$ cat src/sv/assert_macros.svh
// Assertion macros shared by the window unit RTL.
`ifndef ASSERT_MACROS_SVH
`define ASSERT_MACROS_SVH

`ifndef SYNTH
// Property that must hold at every clock edge outside reset.
`define SRSW_ASSERT(lbl, clk, rstn, prop, msg) \
  lbl: assert property (@(posedge clk) disable iff (!rstn) (prop)) else $error(msg);
// Condition that must be followed by a consequence in the next cycle.
`define SRSW_ASSERT_NEXT(lbl, clk, rstn, ante, cons, msg) \
  lbl: assert property (@(posedge clk) disable iff (!rstn) (ante) |=> (cons)) else $error(msg);
`else
`define SRSW_ASSERT(lbl, clk, rstn, prop, msg)
`define SRSW_ASSERT_NEXT(lbl, clk, rstn, ante, cons, msg)
`endif

`endif

$ cat src/sv/srsw_pkg.sv
// Types and constants of the selective repeat sender window unit.
package srsw_pkg;

  localparam int PKT_W      = 16;
  localparam int FRAME_W    = 16;
  localparam int WIN_CFG_W  = 7;
  localparam int TOTAL_W    = 16;
  localparam int CFG_IDX_W  = 2;
  localparam int CFG_DATA_W = 16;

  localparam logic MODE_START = 1'b0;
  localparam logic MODE_ACK   = 1'b1;

  localparam logic [CFG_IDX_W-1:0] CFG_WINDOW_SIZE   = 2'd0;
  localparam logic [CFG_IDX_W-1:0] CFG_TOTAL_PACKETS = 2'd1;

  localparam logic [WIN_CFG_W-1:0] WINDOW_SIZE_RST   = 7'd4;
  localparam logic [TOTAL_W-1:0]   TOTAL_PACKETS_RST = 16'd0;

  // Commands from the controller to the datapath.
  typedef struct packed {
    logic start;       // clear session counters
    logic ack_rd;      // latch ack flags, read entry at read position
    logic ack_upd;     // compact a NAKed entry, advance read position
    logic frame_end;   // bump the frame counter
    logic refill_wr;   // write a fresh sequence number
    logic frame_load;  // commit frame size, start readout
    logic emit;        // load a packet result
    logic close;       // load the finished result, close session
  } srsw_cmd_t;

  // Status from the datapath to the controller.
  typedef struct packed {
    logic session_open;
    logic ack_end;
    logic ack_close;
    logic refill_more;
    logic refill_empty;
    logic emit_last;
    logic out_free;
  } srsw_sts_t;

endpackage

$ cat src/sv/srsw_if.sv
// Handshake channel interfaces: ack input, result output, configuration write.
interface srsw_in_if;
  logic valid;
  logic ready;
  logic mode;
  logic nak;
  logic last_entry;

  modport source (output valid, output mode, output nak, output last_entry, input ready);
  modport sink   (input valid, input mode, input nak, input last_entry, output ready);
endinterface

interface srsw_out_if;
  import srsw_pkg::*;
  logic                 valid;
  logic                 ready;
  logic [PKT_W-1:0]     packet_number;
  logic [FRAME_W-1:0]   frame_number;
  logic                 last_of_frame;
  logic                 finished;

  modport source (output valid, output packet_number, output frame_number,
                  output last_of_frame, output finished, input ready);
  modport sink   (input valid, input packet_number, input frame_number,
                  input last_of_frame, input finished, output ready);
endinterface

interface srsw_cfg_if;
  import srsw_pkg::*;
  logic                  valid;
  logic                  ready;
  logic [CFG_IDX_W-1:0]  index;
  logic [CFG_DATA_W-1:0] data;

  modport source (output valid, output index, output data, input ready);
  modport sink   (input valid, input index, input data, output ready);
endinterface

$ cat src/sv/srsw_datapath.sv
// Datapath: config registers, frame buffer memory, counters and result register.
module srsw_datapath #(
  parameter int MAX_WINDOW = 64,
  parameter int SEQ_WIDTH  = 16
) (
  input  logic                             clk_i,
  input  logic                             rst_ni,
  input  logic                             cfg_we_i,
  input  logic [srsw_pkg::CFG_IDX_W-1:0]   cfg_idx_i,
  input  logic [srsw_pkg::CFG_DATA_W-1:0]  cfg_data_i,
  input  logic                             nak_i,
  input  logic                             last_i,
  input  srsw_pkg::srsw_cmd_t              cmd_i,
  output srsw_pkg::srsw_sts_t              sts_o,
  input  logic                             out_ready_i,
  output logic                             out_valid_o,
  output logic [srsw_pkg::PKT_W-1:0]       out_packet_number_o,
  output logic [srsw_pkg::FRAME_W-1:0]     out_frame_number_o,
  output logic                             out_last_of_frame_o,
  output logic                             out_finished_o
);
  import srsw_pkg::*;

  localparam int CNT_W  = $clog2(MAX_WINDOW + 1);
  localparam int ADDR_W = (MAX_WINDOW > 1) ? $clog2(MAX_WINDOW) : 1;
  localparam int WIN_W  = (CNT_W > WIN_CFG_W) ? CNT_W : WIN_CFG_W;
  localparam int CMP_W  = (SEQ_WIDTH > TOTAL_W) ? SEQ_WIDTH : TOTAL_W;

  logic [WIN_CFG_W-1:0]  window_size_q;
  logic [TOTAL_W-1:0]    total_packets_q;
  logic [CNT_W-1:0]      frame_count_q;
  logic [CNT_W-1:0]      read_pos_q;
  logic [CNT_W-1:0]      kept_q;
  logic [CNT_W-1:0]      emit_idx_q;
  logic [SEQ_WIDTH-1:0]  next_seq_q;
  logic [FRAME_W-1:0]    frame_index_q;
  logic                  session_done_q;
  logic                  nak_q;
  logic                  last_q;

  logic [SEQ_WIDTH-1:0]  mem_q [MAX_WINDOW];
  logic [SEQ_WIDTH-1:0]  rd_data_q;

  logic                  out_valid_q;
  logic [PKT_W-1:0]      out_pkt_q;
  logic [FRAME_W-1:0]    out_frame_q;
  logic                  out_last_q;
  logic                  out_fin_q;

  logic [WIN_W-1:0]      win_ext;
  logic [WIN_W-1:0]      win_eff;
  logic                  seq_lt_total;
  logic [CNT_W-1:0]      read_pos_inc;
  logic [CNT_W-1:0]      emit_idx_inc;
  logic [CNT_W-1:0]      rd_sel;
  logic [ADDR_W-1:0]     rd_addr;
  logic [ADDR_W-1:0]     wr_addr;
  logic [SEQ_WIDTH-1:0]  wr_data;
  logic                  wr_en;
  logic                  out_free;

  // Clamp the window to 1..MAX_WINDOW.
  always_comb begin
    win_ext = WIN_W'(window_size_q);
    if (win_ext == '0) begin
      win_eff = WIN_W'(1);
    end else if (win_ext > WIN_W'(MAX_WINDOW)) begin
      win_eff = WIN_W'(MAX_WINDOW);
    end else begin
      win_eff = win_ext;
    end
  end

  assign seq_lt_total = CMP_W'(next_seq_q) < CMP_W'(total_packets_q);
  assign read_pos_inc = read_pos_q + CNT_W'(1);
  assign emit_idx_inc = emit_idx_q + CNT_W'(1);
  assign out_free     = !out_valid_q || out_ready_i;

  always_comb begin
    sts_o.session_open = (frame_count_q != '0) && !session_done_q;
    sts_o.ack_end      = last_q || (read_pos_inc == frame_count_q);
    sts_o.ack_close    = (kept_q == '0) && !nak_q && !seq_lt_total;
    sts_o.refill_more  = (WIN_W'(kept_q) < win_eff) && seq_lt_total;
    sts_o.refill_empty = (kept_q == '0);
    sts_o.emit_last    = (emit_idx_inc == frame_count_q);
    sts_o.out_free     = out_free;
  end

  // Read address: ack lookup, first entry of a new frame, or readout prefetch.
  always_comb begin
    if (cmd_i.ack_rd) begin
      rd_sel = read_pos_q;
    end else if (cmd_i.frame_load) begin
      rd_sel = '0;
    end else if (cmd_i.emit) begin
      rd_sel = emit_idx_inc;
    end else begin
      rd_sel = emit_idx_q;
    end
  end

  assign rd_addr = rd_sel[ADDR_W-1:0];
  assign wr_addr = kept_q[ADDR_W-1:0];
  assign wr_en   = (cmd_i.ack_upd && nak_q) || cmd_i.refill_wr;
  assign wr_data = cmd_i.refill_wr ? next_seq_q : rd_data_q;

  always_ff @(posedge clk_i) begin
    if (wr_en) begin
      mem_q[wr_addr] <= wr_data;
    end
    rd_data_q <= mem_q[rd_addr];
  end

  always_ff @(posedge clk_i or negedge rst_ni) begin
    if (!rst_ni) begin
      window_size_q   <= WINDOW_SIZE_RST;
      total_packets_q <= TOTAL_PACKETS_RST;
    end else if (cfg_we_i) begin
      unique case (cfg_idx_i)
        CFG_WINDOW_SIZE:   window_size_q   <= cfg_data_i[WIN_CFG_W-1:0];
        CFG_TOTAL_PACKETS: total_packets_q <= cfg_data_i[TOTAL_W-1:0];
        default: ;
      endcase
    end
  end

  always_ff @(posedge clk_i or negedge rst_ni) begin
    if (!rst_ni) begin
      frame_count_q  <= '0;
      read_pos_q     <= '0;
      kept_q         <= '0;
      emit_idx_q     <= '0;
      next_seq_q     <= '0;
      frame_index_q  <= '0;
      session_done_q <= 1'b0;
      nak_q          <= 1'b0;
      last_q         <= 1'b0;
    end else begin
      if (cmd_i.start) begin
        frame_count_q  <= '0;
        read_pos_q     <= '0;
        kept_q         <= '0;
        next_seq_q     <= '0;
        frame_index_q  <= '0;
        session_done_q <= 1'b0;
      end
      if (cmd_i.ack_rd) begin
        nak_q  <= nak_i;
        last_q <= last_i;
      end
      if (cmd_i.ack_upd) begin
        read_pos_q <= read_pos_inc;
        if (nak_q) begin
          kept_q <= kept_q + CNT_W'(1);
        end
      end
      if (cmd_i.frame_end) begin
        frame_index_q <= frame_index_q + FRAME_W'(1);
      end
      if (cmd_i.refill_wr) begin
        kept_q     <= kept_q + CNT_W'(1);
        next_seq_q <= next_seq_q + SEQ_WIDTH'(1);
      end
      if (cmd_i.frame_load) begin
        frame_count_q <= kept_q;
        read_pos_q    <= '0;
        kept_q        <= '0;
        emit_idx_q    <= '0;
      end
      if (cmd_i.emit) begin
        emit_idx_q <= emit_idx_inc;
      end
      if (cmd_i.close) begin
        session_done_q <= 1'b1;
        frame_count_q  <= '0;
        read_pos_q     <= '0;
        kept_q         <= '0;
      end
    end
  end

  // Result register: load on emit or close, drop once taken.
  always_ff @(posedge clk_i or negedge rst_ni) begin
    if (!rst_ni) begin
      out_valid_q <= 1'b0;
    end else if (cmd_i.emit || cmd_i.close) begin
      out_valid_q <= 1'b1;
    end else if (out_ready_i) begin
      out_valid_q <= 1'b0;
    end
  end

  always_ff @(posedge clk_i) begin
    if (cmd_i.emit) begin
      out_pkt_q   <= PKT_W'(rd_data_q);
      out_frame_q <= frame_index_q;
      out_last_q  <= sts_o.emit_last;
      out_fin_q   <= 1'b0;
    end else if (cmd_i.close) begin
      out_pkt_q   <= '0;
      out_frame_q <= frame_index_q;
      out_last_q  <= 1'b0;
      out_fin_q   <= 1'b1;
    end
  end

  assign out_valid_o         = out_valid_q;
  assign out_packet_number_o = out_pkt_q;
  assign out_frame_number_o  = out_frame_q;
  assign out_last_of_frame_o = out_last_q;
  assign out_finished_o      = out_fin_q;

endmodule

$ cat src/sv/srsw_ctrl.sv
// Controller: sequences ack handling, window refill, frame readout and close.
module srsw_ctrl (
  input  logic                 clk_i,
  input  logic                 rst_ni,
  input  logic                 in_valid_i,
  input  logic                 in_mode_i,
  output logic                 in_ready_o,
  input  srsw_pkg::srsw_sts_t  sts_i,
  output srsw_pkg::srsw_cmd_t  cmd_o
);
  import srsw_pkg::*;

  typedef enum logic [2:0] {
    ST_IDLE,
    ST_ACK,
    ST_REFILL,
    ST_EMIT,
    ST_FIN
  } state_e;

  state_e state_q;
  state_e state_d;
  logic   accept;

  assign in_ready_o = (state_q == ST_IDLE);
  assign accept     = in_valid_i && in_ready_o;

  always_comb begin
    state_d = state_q;
    cmd_o   = '0;
    unique case (state_q)
      ST_IDLE: begin
        if (accept) begin
          if (in_mode_i == MODE_START) begin
            cmd_o.start = 1'b1;
            state_d     = ST_REFILL;
          end else if (sts_i.session_open) begin
            cmd_o.ack_rd = 1'b1;
            state_d      = ST_ACK;
          end
        end
      end
      ST_ACK: begin
        cmd_o.ack_upd = 1'b1;
        if (sts_i.ack_end) begin
          cmd_o.frame_end = 1'b1;
          state_d = sts_i.ack_close ? ST_FIN : ST_REFILL;
        end else begin
          state_d = ST_IDLE;
        end
      end
      ST_REFILL: begin
        if (sts_i.refill_more) begin
          cmd_o.refill_wr = 1'b1;
        end else if (sts_i.refill_empty) begin
          state_d = ST_FIN;
        end else begin
          cmd_o.frame_load = 1'b1;
          state_d          = ST_EMIT;
        end
      end
      ST_EMIT: begin
        if (sts_i.out_free) begin
          cmd_o.emit = 1'b1;
          if (sts_i.emit_last) begin
            state_d = ST_IDLE;
          end
        end
      end
      ST_FIN: begin
        if (sts_i.out_free) begin
          cmd_o.close = 1'b1;
          state_d     = ST_IDLE;
        end
      end
      default: state_d = ST_IDLE;
    endcase
  end

  always_ff @(posedge clk_i or negedge rst_ni) begin
    if (!rst_ni) begin
      state_q <= ST_IDLE;
    end else begin
      state_q <= state_d;
    end
  end

endmodule

$ cat src/sv/selective_repeat_sender_window_unit.sv
// Selective repeat ARQ sender window, taking input only when idle. An ack entry is read
// there, then applied in the ack state. A start item or a frame-ending ack that does
// not close writes fresh sequence numbers; the frame then leaves one packet per cycle
// while the output is free, via the single buffer read port. A close loads the finished
// result. Reset (async, active low) clears counters and control, sets window 4 and
// total 0; the frame buffer is not cleared and every entry is written before it is read.
`include "assert_macros.svh"

module selective_repeat_sender_window_unit #(
  parameter int MAX_WINDOW = 64,
  parameter int SEQ_WIDTH  = 16
) (
  input  logic       clk_i,
  input  logic       rst_ni,
  srsw_in_if.sink    in_i,
  srsw_out_if.source out_o,
  srsw_cfg_if.sink   cfg_i
);
  import srsw_pkg::*;

  srsw_cmd_t  cmd;
  srsw_sts_t  sts;
  logic [6:0] cmd_ops;

  assign cfg_i.ready = 1'b1;

  // The frame counter bump rides with the ack update, so leave it out here.
  assign cmd_ops = {cmd.start, cmd.ack_rd, cmd.ack_upd, cmd.refill_wr,
                    cmd.frame_load, cmd.emit, cmd.close};

  srsw_ctrl u_ctrl (
    .clk_i      (clk_i),
    .rst_ni     (rst_ni),
    .in_valid_i (in_i.valid),
    .in_mode_i  (in_i.mode),
    .in_ready_o (in_i.ready),
    .sts_i      (sts),
    .cmd_o      (cmd)
  );

  srsw_datapath #(
    .MAX_WINDOW (MAX_WINDOW),
    .SEQ_WIDTH  (SEQ_WIDTH)
  ) u_datapath (
    .clk_i               (clk_i),
    .rst_ni              (rst_ni),
    .cfg_we_i            (cfg_i.valid),
    .cfg_idx_i           (cfg_i.index),
    .cfg_data_i          (cfg_i.data),
    .nak_i               (in_i.nak),
    .last_i              (in_i.last_entry),
    .cmd_i               (cmd),
    .sts_o               (sts),
    .out_ready_i         (out_o.ready),
    .out_valid_o         (out_o.valid),
    .out_packet_number_o (out_o.packet_number),
    .out_frame_number_o  (out_o.frame_number),
    .out_last_of_frame_o (out_o.last_of_frame),
    .out_finished_o      (out_o.finished)
  );

  // At most one datapath operation per cycle.
  `SRSW_ASSERT(a_cmd_onehot, clk_i, rst_ni, $onehot0(cmd_ops),
    "more than one datapath command")
  // An accepted ack in an open session is applied in the following cycle.
  `SRSW_ASSERT_NEXT(a_ack_applied, clk_i, rst_ni,
    in_i.valid && in_i.ready && in_i.mode == MODE_ACK && sts.session_open,
    cmd.ack_upd, "accepted ack not applied")
  // A finished result carries no packet and no frame end marker.
  `SRSW_ASSERT(a_fin_clean, clk_i, rst_ni,
    !(out_o.valid && out_o.finished) ||
    (out_o.last_of_frame == 1'b0 && out_o.packet_number == '0),
    "finished result has packet fields")

endmodule
$ cat src/flat_wrapper.sv
// flat-port wrapper written by rule: the top's interface ports become plain ports
module selective_repeat_sender_window_unit_flat import srsw_pkg::*;
#(
  parameter int MAX_WINDOW = 64,
  parameter int SEQ_WIDTH  = 16
)
  (clk_i, rst_ni, in_i_valid, in_i_mode, in_i_nak, in_i_last_entry, in_i_ready, out_o_valid, out_o_packet_number, out_o_frame_number, out_o_last_of_frame, out_o_finished, out_o_ready, cfg_i_valid, cfg_i_index, cfg_i_data, cfg_i_ready);
  srsw_in_if in_i_i ();
  srsw_out_if out_o_i ();
  srsw_cfg_if cfg_i_i ();
  input  logic clk_i;
  input  logic rst_ni;
  input wire logic [$bits(in_i_i.valid)-1:0] in_i_valid;
  input wire logic [$bits(in_i_i.mode)-1:0] in_i_mode;
  input wire logic [$bits(in_i_i.nak)-1:0] in_i_nak;
  input wire logic [$bits(in_i_i.last_entry)-1:0] in_i_last_entry;
  output wire logic [$bits(in_i_i.ready)-1:0] in_i_ready;
  output wire logic [$bits(out_o_i.valid)-1:0] out_o_valid;
  output wire logic [$bits(out_o_i.packet_number)-1:0] out_o_packet_number;
  output wire logic [$bits(out_o_i.frame_number)-1:0] out_o_frame_number;
  output wire logic [$bits(out_o_i.last_of_frame)-1:0] out_o_last_of_frame;
  output wire logic [$bits(out_o_i.finished)-1:0] out_o_finished;
  input wire logic [$bits(out_o_i.ready)-1:0] out_o_ready;
  input wire logic [$bits(cfg_i_i.valid)-1:0] cfg_i_valid;
  input wire logic [$bits(cfg_i_i.index)-1:0] cfg_i_index;
  input wire logic [$bits(cfg_i_i.data)-1:0] cfg_i_data;
  output wire logic [$bits(cfg_i_i.ready)-1:0] cfg_i_ready;
  assign in_i_i.valid = in_i_valid;
  assign in_i_i.mode = in_i_mode;
  assign in_i_i.nak = in_i_nak;
  assign in_i_i.last_entry = in_i_last_entry;
  assign in_i_ready = in_i_i.ready;
  assign out_o_valid = out_o_i.valid;
  assign out_o_packet_number = out_o_i.packet_number;
  assign out_o_frame_number = out_o_i.frame_number;
  assign out_o_last_of_frame = out_o_i.last_of_frame;
  assign out_o_finished = out_o_i.finished;
  assign out_o_i.ready = out_o_ready;
  assign cfg_i_i.valid = cfg_i_valid;
  assign cfg_i_i.index = cfg_i_index;
  assign cfg_i_i.data = cfg_i_data;
  assign cfg_i_ready = cfg_i_i.ready;
  selective_repeat_sender_window_unit #(.MAX_WINDOW(MAX_WINDOW), .SEQ_WIDTH(SEQ_WIDTH)) u_core (.clk_i(clk_i), .rst_ni(rst_ni), .in_i(in_i_i), .out_o(out_o_i), .cfg_i(cfg_i_i));
endmodule
$ cat config.mk
export PLATFORM = sky130hd
export DESIGN_NAME = selective_repeat_sender_window_unit_flat
export DESIGN_NICKNAME = d
export VERILOG_FILES = /design/src/sv/srsw_pkg.sv /design/src/sv/srsw_if.sv /design/src/sv/srsw_datapath.sv /design/src/sv/srsw_ctrl.sv /design/src/sv/selective_repeat_sender_window_unit.sv /design/src/flat_wrapper.sv
export VERILOG_INCLUDE_DIRS = /design/src /design/src/sv
export SDC_FILE = /design/constraint.sdc
export NUM_CORES = 2
export LEC_CHECK = 0
export ABC_AREA = 1
export ABC_CLOCK_PERIOD_IN_PS = 6400
export BUFFER_PORTS_ARGS = -buffer_cell sky130_fd_sc_hd__buf_2
export CORE_ASPECT_RATIO = 0.7
export CORE_MARGIN = 2
export CORE_UTILIZATION = 25
export CTS_CLUSTER_DIAMETER = 200
export DETAILED_ROUTE_END_ITERATION = 12
export GPL_TIMING_DRIVEN = 0
export PLACE_DENSITY = 0.37
export SYNTH_ARGS = -nofsm -noshare
export SYNTH_HDL_FRONTEND = slang
export SYNTH_SLANG_ARGS = --single-unit
$ cat constraint.sdc
create_clock -name clk_i -period 6.4 [get_ports clk_i]
set_input_delay 0.96 -clock clk_i [delete_from_list [all_inputs] [get_ports clk_i]]
set_output_delay 0.96 -clock clk_i [all_outputs]
set_load 0.005 [all_outputs]
### Yosys cells after proc, flatten, opt, wreduce, memory -nomap -nowiden

Memory sizes are Yosys's and may differ from the RTL's. A register that Yosys moved wholly into a read port is not among the register bits.
Cells that the tools add are included.

| storage, ports and cells | value |
|---|---|
| register bits after elaboration | 124 |
| RAM bits | 1024 |
| output and inout bits | 37 |
| word-level logic and storage cells | 129 |
| memories | 1 |

Memory list:

| memory | words | bits a word | rd ports | clocked after memory_dff | wr ports | RTL line | source |
|---|---|---|---|---|---|---|---|
| u_core.u_datapath.mem_q | 64 | 16 | 1 | 1 | 1 | srsw_datapath.sv:41 | `logic [SEQ_WIDTH-1:0] mem_q [MAX_WINDOW];` |

| operators by class | value |
|---|---|
| add/subtract/negate cells | 5 |
| magnitude comparators | 3 |
| eq/ne operators | 13 |
| multiplexer cells | 60 |
| reductions and logical operators | 30 |

Operators by type and width:

| kind | number |
|---|---|
| $mux 16 | 8 |
| $mux 7 | 16 |
| $add 16x1->16 const B | 2 |
| $mux 3 | 10 |
| $add 7x1->7 const B | 3 |
| $mux 1 | 18 |
| $mux 6 | 3 |
| $lt 16x16->1 | 1 |
| $pmux 3 s5 | 1 |
| $eq 7x7->1 | 2 |
| $logic_not 7->1 | 2 |
| $reduce_bool 2->1 | 6 |
| $mux 2 | 4 |
| $gt 7x7->1 const B | 1 |
| $lt 7x7->1 | 1 |
| $reduce_bool 7->1 | 1 |
| $eq 3x2->1 const B | 2 |
| $logic_and 1x1->1 | 6 |
| $ne 2x2->1 const B | 3 |
| $reduce_and 6->1 | 1 |
| $logic_not 1->1 | 4 |
| $logic_or 1x1->1 | 4 |
| $ne 2x1->1 const B | 2 |
| $reduce_and 2->1 | 2 |
| other kinds (8) | 8 |

### Logic depth before layout (Yosys ltp)

| depth | value |
|---|---|
| depth in word-level cells | 12 |
| depth in mapped cells | 24 |
| gate-level depth less buffers | 22 |

### By module

Synthesis repeated with hierarchy kept, for this count alone.

| unflattened totals | value |
|---|---|
| cells, all modules | 4541 |
| area total of the unflattened synthesis | 49707.7 µm² |

Modules (own cells, without submodules):

| module | instances | cells each | area an instance (µm²) | seq. area each (µm²) |
|---|---|---|---|---|
| srsw_datapath | 1 | 4477 | 49329.8 | 34259.1 |
| srsw_ctrl | 1 | 62 | 366.6 | 75.1 |
| selective_repeat_sender_window_unit | 1 | 2 | 11.3 | 0.0 |

### Worst setup path after synthesis

No wires, ideal clock.

| path | value |
|---|---|
| kind | register to register |
| start point | register u_core.u_datapath.next_seq_q[13] |
| end point | memory u_core.u_datapath.mem_q[0][15], data pin |
| data arrival time | 4051 ps |
| required time | 5698 ps |
| slack | 1647 ps |
| stages on the path, launching flop included | 9 |
| buffers on the path | 1 |
| cell sequence | dfrtp_1 > ha_1 > nand2_1 > nor4_1 > a21oi_1 > nand3_1 > nor2_1 > clkbuf_1 > o21ai_0 |

| between the ends | value |
|---|---|
| longest elaborated chain between the ends | 5 |

RTL lines:

| element | RTL line | source |
|---|---|---|
| start, declared | srsw_datapath.sv:35 | `logic [SEQ_WIDTH-1:0] next_seq_q;` |
| start signal, assigned | srsw_datapath.sv:162 | `next_seq_q <= next_seq_q + SEQ_WIDTH'(1);` |
| $lt 16x16->1 | srsw_datapath.sv:74 | `assign seq_lt_total = CMP_W'(next_seq_q) < CMP_W'(total_packets_q);` |
| $logic_and 1x1->1 | srsw_datapath.sv:83 | `sts_o.refill_more = (WIN_W'(kept_q) < win_eff) && seq_lt_total;` |
| $mux 1 | srsw_ctrl.sv:53 | `if (sts_i.refill_more) begin` |
| $mux 2 | srsw_ctrl.sv:31 | `unique case (state_q)` |
| $mux 16 | srsw_datapath.sv:105 | `assign wr_data = cmd_i.refill_wr ? next_seq_q : rd_data_q;` |
| via u_core.u_datapath.wr_data[15] | srsw_datapath.sv:58 | `logic [SEQ_WIDTH-1:0] wr_data;` |
| end, declared | srsw_datapath.sv:41 |  |

The timed path passes the listed nets, and every way through them passes these cells.

### Worst setup path after layout

| path | value |
|---|---|
| start point | register u_core.u_datapath.next_seq_q[5] |
| end point | memory u_core.u_datapath.mem_q[30][9] (enable) |

| between the ends | value |
|---|---|
| longest elaborated chain between the ends | 7 |

RTL lines:

| element | RTL line | source |
|---|---|---|
| $lt 16x16->1 | srsw_datapath.sv:74 |  |
| $logic_and 1x1->1 | srsw_datapath.sv:83 |  |
| $mux 1 | srsw_ctrl.sv:53 |  |
| $mux 2 | srsw_ctrl.sv:31 |  |
| $logic_or 1x1->1 | srsw_datapath.sv:104 | `assign wr_en = (cmd_i.ack_upd && nak_q) \|\| cmd_i.refill_wr;` |
| $mux 1 | srsw_datapath.sv:108 | `if (wr_en) begin` |
| $mux 1 (not written as such) | srsw_datapath.sv:109 | `mem_q[wr_addr] <= wr_data;` |

No other way between the ends.

==> out/qor.yml <==
clock_network:
  cts-root-buf: "clkbuf_16"
  cts_made_buffers: 117
  clock_sinks: 1164
  htreeDepth: 3
  ctsResizeCount: 0
  post-cts-setup-buffers: 0
  cts_tree: "yes"
  clkSlewWorstSetupHoldPaths_ns: 0.07
  clockBufferDepth: 3
  clk_latency_ns: 0.76
  ctsHoldBuffers: 0
sta:
  fmax_mhz: 163
  period_share_pct: 95.6
  finalHoldViolCount: 0
  rsz0062_at_grt: "no"
  min_period_ns: 6.12
  final-setup-viol-count: 0
  slew_headroom_pct: 9.60
  tightest_slew_ns: 1.36
  slew_viol_final: 0
  fin_skew_ns: 0.0388
  fin_hold_ws_ns: 0.163
yosys:
  synth-edff-count: 1057
  ys_seq_elements: 1164
  synth_nets: 4285
  postSynthCellCount: 4231
  synthArstFlopShare_pct: 7.73
  avgSynthCellArea_um2: 11.5
  synth_ff_type: "edfxtp_1"
  ys_warn_count: 0
  syn_area_um2: 48500
  yosysSeqAreaShare_pct: 70.8
  ys_types: 47
min_path:
  hp-class: "input port to asynchronous set/reset pin"
power:
  ir_worst_vdd_v: 0.000290
  p_leak_nw: 20.8
  p_per_area_nw_per_um2: 609
die:
  die_h_um: 373
  ios: 63
  core_region_area_um2: 193000
  die_w_um: 530
  rows: 135
  die_area_um2: 198000
  start_util_pct: 25.1
critical_path:
  end_kind: "flip-flop"
  start_kind: "flip-flop"
  criticalPathCategory: "flip-flop to flip-flop"
  worst_ep_arrival_time_ns: 6.56
  cp.required_ns: 6.84
  critPathMaxFanout: 10
grt:
  first_global_vias: 32100
  overflow: 0
  grt_first_pass_wirelength_um: 262000
  grt_use_total_pct: 19.0
  antenna_found_initial: 18
  grt_max_degree: 61
status:
  outcome: "finished clean"
flow_run:
  drv_cap: 0
routing:
  dr.pass1.iters: 5
  wl_um: 190000
  viasPerCell: 4.81
  vias: 34700
  drc: 0
  antenna_left: 0
  drt_iter0_drc: 4249
  wire_per_inst_um: 26.3
layout:
  nets: 4564
  fin_util_pct: 30.1
  drive_gt1_share_pct: 13.1
  mostFrequentLayoutCells: "nand3_1 (1251), edfxtp_1 (1057), nand2_1 (988), buf_2 (212), inv_1 (135)"
  final_common_cell: "nand3_1"
  synthToLayoutAreaGrowth_pct: 19.8
  fillerInstances: 19800
place:
  dp_hpwl_um: 141000
  io_buffers: 61
  gp_congestion: 0.914
critical path: stages (launching register included):
cell and delay, ns:
dfrtp_1 0.44, ha_1 0.31, a21oi_1 0.20, o21a_1 0.13, nand2_1 0.07, a21oi_1 0.66, nand3_1 0.27, nor2_1 0.86
nor2_1 0.28, inv_1 0.17, buf_2 0.25, nand4_1 0.86, nor2_2 1.02, buf_8 0.23
sequential cells by signal, indices dropped and copies added, names as in the netlist:
| register | flops |
|---|---|
| u_core.u_datapath.frame_index_q | 16 |
| u_core.u_datapath.last_q | 1 |
| u_core.u_datapath.mem_q | 1024 |
| u_core.u_datapath.frame_count_q | 7 |
| u_core.u_datapath.win_ext | 7 |
| u_core.u_datapath.session_done_q | 1 |
| u_core.u_datapath.out_finished_o | 1 |
| u_core.u_datapath.rd_data_q | 16 |
| u_core.u_datapath.out_valid_o | 1 |
| u_core.u_datapath.nak_q | 1 |
| u_core.u_datapath.out_packet_number_o | 16 |
| u_core.u_datapath.out_last_of_frame_o | 1 |
| u_core.u_datapath.out_frame_number_o | 16 |
| u_core.u_datapath.next_seq_q | 16 |
| u_core.u_datapath.total_packets_q | 16 |
| u_core.u_datapath.emit_idx_q | 7 |
| u_core.u_datapath.read_pos_q | 7 |
| u_core.u_datapath.kept_q | 7 |
| u_core.u_ctrl.state_q | 3 |
area by class of cell:
cell class / instances / area (um2) / area share, %
buffer: 266 / 1250 / 2.16
antenna: 3 / 7.51 / 0.0129
clock buffer: 169 / 3340 / 5.75
clock inverter: 50 / 462 / 0.795
sequential: 1164 / 34300 / 59.1
timing repair buffer: 160 / 2160 / 3.72
multi-input combinational: 2652 / 12700 / 21.9
tap: 2603 / 3260 / 5.61
inverter: 149 / 559 / 0.963
cell usage after synthesis, drive strengths merged, types with 6 or more instances:
cell type / instances / area share (%)
buf: 176 / 1.9
dfxtp: 17 / 0.70
nand3: 1251 / 13
edfxtp: 1057 / 65
dfrtp: 89 / 4.6
ha: 28 / 0.72
nor2: 149 / 1.2
o22ai: 20 / 0.26
nor3: 21 / 0.24
nand4: 12 / 0.15
xor2: 19 / 0.34
a21oi: 34 / 0.39
nand3b: 13 / 0.20
nand2: 996 / 7.8
nor4: 6 / 0.077
inv: 145 / 1.1
clkbuf: 90 / 0.70
o21ai: 73 / 0.75
through the flow:
step | cells | setup slack, ns | area (um2) | total power, W | TNS [ns]
final | 7216 | 0.279 | 58100 | 0.0354 | 0
after global routing | 7214 | 0.0920 | 58100 | 0.0369 | 0
after CTS | 7213 | 0.432 | 58100 | 0.0353 | 0
after detailed placement | 6994 | 0.439 | 54300 | 0.0282 | 0
after global placement | 6895 | -6.71 | 52100 | 0.0275 | -5765.10
after floorplan | 4231 | 1.65 | 48500 | 0.0190 | 0
cells by family after synthesis:
group,synth area share [%]
simple gates,22.5
flops,70.8
buf+inv,3.74
compound gates,1.78
fa+ha+maj,0.722
xor+xnor,0.361
mux,0.0619
other cells,0.00773
path summary, 6_finish.rpt:
check	cells past startpoint	slack, ns	endpoint	start
worst max-delay path	13	0.28	u_core.u_datapath.mem_q[30][9]	u_core.u_datapath.next_seq_q[5]
worst min-delay path	1	0.16	u_core.u_datapath.total_packets_q[5]	rst_ni
worst max register to register	13	0.28	u_core.u_datapath.mem_q[30][9]	u_core.u_datapath.next_seq_q[5]
worst min register to register	0	0.44	u_core.u_datapath.out_frame_number_o[3]	u_core.u_datapath.frame_index_q[3]
max in group asynchronous	2	5.49	u_core.u_datapath.read_pos_q[1]	rst_ni
min in group clk_i	0	0.44	u_core.u_datapath.out_frame_number_o[3]	u_core.u_datapath.frame_index_q[3]
per-layer routing:
layer  track usage (%)  wire length (um)
met2              24.4             71300
met1              30.8             98300
met4              3.24              2920
met3              5.22             17300
met5                 0                60
report_power, final:
| group | switching (W) | internal (W) | leakage, nW | total (W) |
|---|---|---|---|---|
| clock | 0.00311 | 0.00394 | 1.86 | 0.00705 |
| combinational | 0.0136 | 0.00412 | 8.01 | 0.0177 |
| sequential | 0.000285 | 0.0104 | 10.9 | 0.0106 |
Power figures use the tool's default switching activity.
